`src/sv/projective_vertex_transform_defines.svh`:
```
// Assertion macros shared by the projective vertex transform RTL.
`ifndef PROJECTIVE_VERTEX_TRANSFORM_DEFINES_SVH
`define PROJECTIVE_VERTEX_TRANSFORM_DEFINES_SVH

// Same-cycle implication, sampled on clk, disabled during reset.
`define PVT_ASSERT_IMP(lbl, ante, cons) \
    lbl: assert property (@(posedge clk) disable iff (!rst_n) (ante) |-> (cons)) \
        else $error("pvt assertion failed");

// Next-cycle implication, sampled on clk, disabled during reset.
`define PVT_ASSERT_NXT(lbl, ante, cons) \
    lbl: assert property (@(posedge clk) disable iff (!rst_n) (ante) |=> (cons)) \
        else $error("pvt assertion failed");

`endif

```
`src/sv/pvt_pkg.sv`:
```
// Shared constants and types of the projective vertex transform.
package pvt_pkg;

    localparam int FRAC_BITS = 16;
    localparam int CW = 67 - FRAC_BITS;
    localparam int NW = CW + FRAC_BITS;
    localparam int QB = 32;

    typedef struct packed {
        logic               is_load;
        logic [3:0]         idx;
        logic signed [31:0] value;
        logic signed [31:0] x;
        logic signed [31:0] y;
        logic signed [31:0] z;
    } cmd_t;

    typedef struct packed {
        logic          valid;
        logic          wz;
        logic [2:0]    neg;
        logic [CW-1:0] un_x;
        logic [CW-1:0] un_y;
        logic [CW-1:0] un_z;
        logic [CW-1:0] ud;
    } comp_t;

    typedef struct packed {
        logic [1:0] count;
    } fstat_t;

endpackage

```
`src/sv/pvt_front.sv`:
```
// Input side: accepts transactions, classifies them and queues them.
module pvt_front
    import pvt_pkg::*;
(
    input  logic               clk,
    input  logic               rst_n,
    input  logic               in_valid,
    output logic               in_stall,
    input  logic               op,
    input  logic [3:0]         entry_index,
    input  logic signed [31:0] entry_value,
    input  logic signed [31:0] point_x,
    input  logic signed [31:0] point_y,
    input  logic signed [31:0] point_z,
    input  logic               pop,
    output logic               q_valid,
    output cmd_t               cmd,
    output fstat_t             fstat
);

    cmd_t       mem_reg [2];
    logic       wr_reg;
    logic       rd_reg;
    logic [1:0] count_reg;
    logic       push;
    cmd_t       in_cmd;

    assign in_stall = (count_reg == 2'd2);
    assign push     = in_valid && !in_stall;
    assign q_valid  = (count_reg != 2'd0);
    assign cmd      = mem_reg[rd_reg];
    assign fstat.count = count_reg;

    always_comb
    begin
        in_cmd.is_load = !op;
        in_cmd.idx     = entry_index;
        in_cmd.value   = entry_value;
        in_cmd.x       = point_x;
        in_cmd.y       = point_y;
        in_cmd.z       = point_z;
    end

    always_ff @(posedge clk or negedge rst_n)
    begin
        if (!rst_n)
        begin
            wr_reg    <= 1'b0;
            rd_reg    <= 1'b0;
            count_reg <= 2'd0;
        end
        else
        begin
            if (push)
            begin
                wr_reg <= !wr_reg;
            end
            if (pop)
            begin
                rd_reg <= !rd_reg;
            end
            count_reg <= count_reg + 2'(push) - 2'(pop);
        end
    end

    always_ff @(posedge clk)
    begin
        if (push)
        begin
            mem_reg[wr_reg] <= in_cmd;
        end
    end

endmodule

```
`config.mk`:
```
export PLATFORM = sky130hd
export DESIGN_NAME = pvt_front
export DESIGN_NICKNAME = d
export VERILOG_FILES = /design/src/sv/projective_vertex_transform_defines.svh /design/src/sv/pvt_pkg.sv /design/src/sv/pvt_front.sv
export SDC_FILE = /design/constraint.sdc
export NUM_CORES = 1
export LEC_CHECK = 0
export BUFFER_PORTS_ARGS = -buffer_cell sky130_fd_sc_hd__buf_4
export CAP_MARGIN = 30
export CORE_MARGIN = 5
export CORE_UTILIZATION = 50
export DETAILED_ROUTE_END_ITERATION = 8
export PLACE_DENSITY = 0.75
export SYNTH_ARGS = -nofsm -noshare
export SYNTH_HDL_FRONTEND = slang
export SYNTH_SLANG_ARGS = --single-unit
```
`constraint.sdc`:
```
create_clock -name clk -period 12.42 [get_ports clk]
set_input_delay 3.105 -clock clk [delete_from_list [all_inputs] [get_ports clk]]
set_output_delay 3.105 -clock clk [all_outputs]
set_load 0.02 [all_outputs]
```
==> results summary <==
The run finished with clean final reports. The count of unresolved DRC violations after routing is 0. The via count came out at between 4000 and 5000. The most common cell after layout, fill and taps aside is sky130_fd_sc_hd__buf_4. The number of inserted diodes is 0.

The detail route stage leaves a number of antenna-violating nets equal to 0. The leakage component of the power is 5.11 nW. After the first detailed-routing iteration, the DRC count stood at 215. For this run, the slowest stage of the critical path takes about 660 ps.

Leaving out fill and tap cells, the most frequent cells in the layout are sky130_fd_sc_hd__buf_4 (277), sky130_fd_sc_hd__edfxtp_1 (266), sky130_fd_sc_hd__mux2_2 (73), sky130_fd_sc_hd__mux2_4 (60), sky130_fd_sc_hd__clkbuf_16 (27). Dividing the final minimum period by the clock period gives 0.463. The setup fix buffers added after clock tree synthesis came out at 0. The number of cells upsized or downsized after cts came out at 0. The depth of the CTS H-tree came out at 1. The number of port buffers is ~270. The synthesized design contains between 200 and 300 register bits. The setup-violating endpoint count in the final report came out at 0.

Once detailed placement completed, the half-perimeter wirelength came to 13900 um. The max-capacitance violation count is 0. The overall track demand over capacity in global routing is 0.170. The floorplan has 51 rows. After routing, the total negative slack on setup checks comes to 0 ps.

The switching part of the total power came out at 0.310. The cell internal power dissipation came out at approximately 2.2 mW. The post-route clock skew is between 10 and 15 ps. The power per unit of standard cell area is around 250 nW/um^2. The share of the yosys chip area belonging to registers came out at 0.806. Hold repair after CTS inserted 0 buffers. The number of flip-flops under the largest register name came out at 266. The worst hold path belongs to the class reg -> reg. The clock network latency to the later pin of the worst-skew pair came out at around 500 ps. The total number of clock tree sinks came out at between 200 and 300. The headroom to the max-slew limit came out at 0.477. The number of max-slew violations in the final report is 0.

Entering global routing, the biggest net connects 60 pins. Summing all placed instances gives a cell area of between 10000 and 15000 sq um. The critical path is of the reg -> out type. The total number of yosys warnings is 0. For this design the top-level I/O count stands at around 270. IR analysis of the VDD net gives a maximum drop of 0.000210 V. The count of distinct cell types in the synthesized netlist is 15. From synthesis to final layout, the design area changed by 31.8%.

The number of nets handed over by synthesis was between 500 and 600. The count of TritonRoute iterations in the first routing pass came out at 4. The required time at the endpoint of the critical path is between 9000 and 10000 ps. The count of endpoints failing hold in the final timing report came out at 0. In the final layout, the share of cells above drive strength 1 is 0.608. The worst setup path is launched from a flop. Of the post-synthesis cell area, the dominant cell type holds 0.796. The largest fanout on the critical path came out at slightly below 60.

The area of the placeable core came out at 19600 sq um. The slowest stage of the critical path belongs to the cell sky130_fd_sc_hd__dfrtp_4. The clock network fraction of total power came out at 0.227. The root buffer cell chosen for the clock tree is sky130_fd_sc_hd__clkbuf_16. The via count of the first global-routing pass is roughly 5600. In this run, CTS created clock tree buffers numbering 27. Measured in cells, the most critical reg-to-reg path has a length of 5. The total net switching power is slightly above 1 mW.

Timing would allow up to between 150 and 200 MHz. Summing all non-filler instances in the final layout gives an area of between 10000 and 15000 sq um. The count of filler cells inserted in the layout is 1256. The number of nets in the layout is roughly 870.

The maximum count of clock buffers along a single path is 3. The number of vias per cell is roughly 4.9. After clock tree synthesis, the clock-pin slew on the worst setup and hold paths is approximately 60 ps. The largest total area in the synthesized netlist belongs to sky130_fd_sc_hd__edfxtp_1. The overall overflow remaining after global route is 0. The width of the die is 152 um. Setup repair after global routing left no endpoint under its margin.

STA puts the critical path data arrival time at 2650 ps. The first global-routing pass estimated between 20000 and 30000 um of wire. The post-synthesis instance area is between 10000 and 15000 sq um. The die outline area is 23000 sq um. A synthesized cell averages around 23 sq um. The overall die height is 152 um. Ranked by total cell area, the synthesized netlist is headed by sky130_fd_sc_hd__edfxtp_1 (80%), sky130_fd_sc_hd__mux2_4 (9.0%), sky130_fd_sc_hd__mux2_2 (8.2%).

TritonCTS built the clock tree. At the pin with the least slew margin, the transition time is slightly below 800 ps. Counting instances, the worst hold path has a depth of 1. The critical path capture point type is an output port. The critical path goes through buf_16 -> buf_4 -> buf_16 -> mux2_2 -> buf_4. The effective utilization at floorplan came out at 0.512. The routed length per placed instance came out at around 20 um. The sequential share of power is 0.403.

The combinational power share came out at 0.370. The final weighted congestion in routability-driven placement is 0.736. The worst hold-check slack came out at approximately 570 ps. The synthesized netlist cell count is about 430. The number of antenna violations at the first check in global routing is 0.

The overall routed net length is 20200 um. For the finished layout, the period the worst path requires is about 5800 ps.
==> worst max-delay path: cells and delay by family, from the launching register on <==
kind / cells / cell delay [ps]
buf+inv: 4 / 1030
flops: 1 / 660
mux: 1 / 400
==> kinds of logic (layout without fill, tap and decap cells) <==
| logic type | after synthesis | count (layout) | synth area share |
|---|---|---|---|
| XOR/XNOR | 4 | 4 | 0.00349 |
| adder cells (fa/ha/maj) | 2 | 2 | 0.00249 |
| buffers and inverters | 18 | 328 | 0.0136 |
| flip-flops | 270 | 270 | 0.806 |
| multiplexers | 133 | 133 | 0.172 |
| AND/OR/NAND/NOR | 5 | 5 | 0.00262 |
==> cell usage after synthesis <==
cell type                  count
sky130_fd_sc_hd__xnor2_1       3
sky130_fd_sc_hd__nor2_1        1
sky130_fd_sc_hd__and3_1        1
sky130_fd_sc_hd__mux2_2       73
sky130_fd_sc_hd__buf_2         7
sky130_fd_sc_hd__nand2b_1      1
sky130_fd_sc_hd__edfxtp_1    266
sky130_fd_sc_hd__nand2_1       1
sky130_fd_sc_hd__or2_2         1
sky130_fd_sc_hd__dfrtp_1       4
sky130_fd_sc_hd__xor2_1        1
sky130_fd_sc_hd__mux2_4       60
sky130_fd_sc_hd__buf_6         8
sky130_fd_sc_hd__inv_1         3
sky130_fd_sc_hd__ha_1          2
==> final timing paths <==
path | slack (ps) | startpoint | endpoint
max | 6660 | rd_reg | cmd[36]
min | 570 | wr_reg | wr_reg
max reg2reg | 9250 | fstat[0] | mem_reg[0][47]
min reg2reg | 570 | wr_reg | wr_reg
max in group asynchronous | 9920 | rst_n | rd_reg
min in group asynchronous | 2390 | rst_n | wr_reg
==> final cells by class <==
| class | instances | area, sq um | area share |
|---|---|---|---|
| sequential | 270 | 8090 | 0.612 |
| timing repair buffer | 280 | 2160 | 0.164 |
| multi-input combinational | 144 | 1820 | 0.138 |
| clock buffer | 32 | 694 | 0.0525 |
| tap | 265 | 332 | 0.0251 |
| clock inverter | 13 | 110 | 0.00833 |
| inverter | 3 | 11.3 | 0.000852 |
==> metal layers <==
layer  vias up  global-route usage  part of all wire
met4         0              0.0449             0.021
met1      2441               0.208              0.38
li1       2301                   -                 -
met2       211               0.289              0.50
met5         -                   0                 0
met3        30              0.0592              0.10
==> through the flow <==
stage               cells  setup WS (ps)  total power [mW]  utilization
floorplan             432           3070              2.12            -
global placement      959           6620              2.51        0.630
detailed placement    961           6570              2.55        0.632
CTS                  1006           6280              3.30        0.674
global route         1007           6560              3.41        0.675
finish               1007           6660              3.26        0.675
==> power by group through the flow <==
| stage | clock network, mW | registers [mW] | logic [mW] |
|---|---|---|---|
| final | 0.740 | 1.31 | 1.21 |
| after global routing | 0.800 | 1.33 | 1.28 |
| after CTS | 0.759 | 1.32 | 1.22 |
| after detailed placement | 0 | 1.34 | 1.22 |
| after global placement | 0 | 1.36 | 1.15 |
| after floorplan | 0 | 1.34 | 0.777 |
Power figures use the tool's default switching activity.
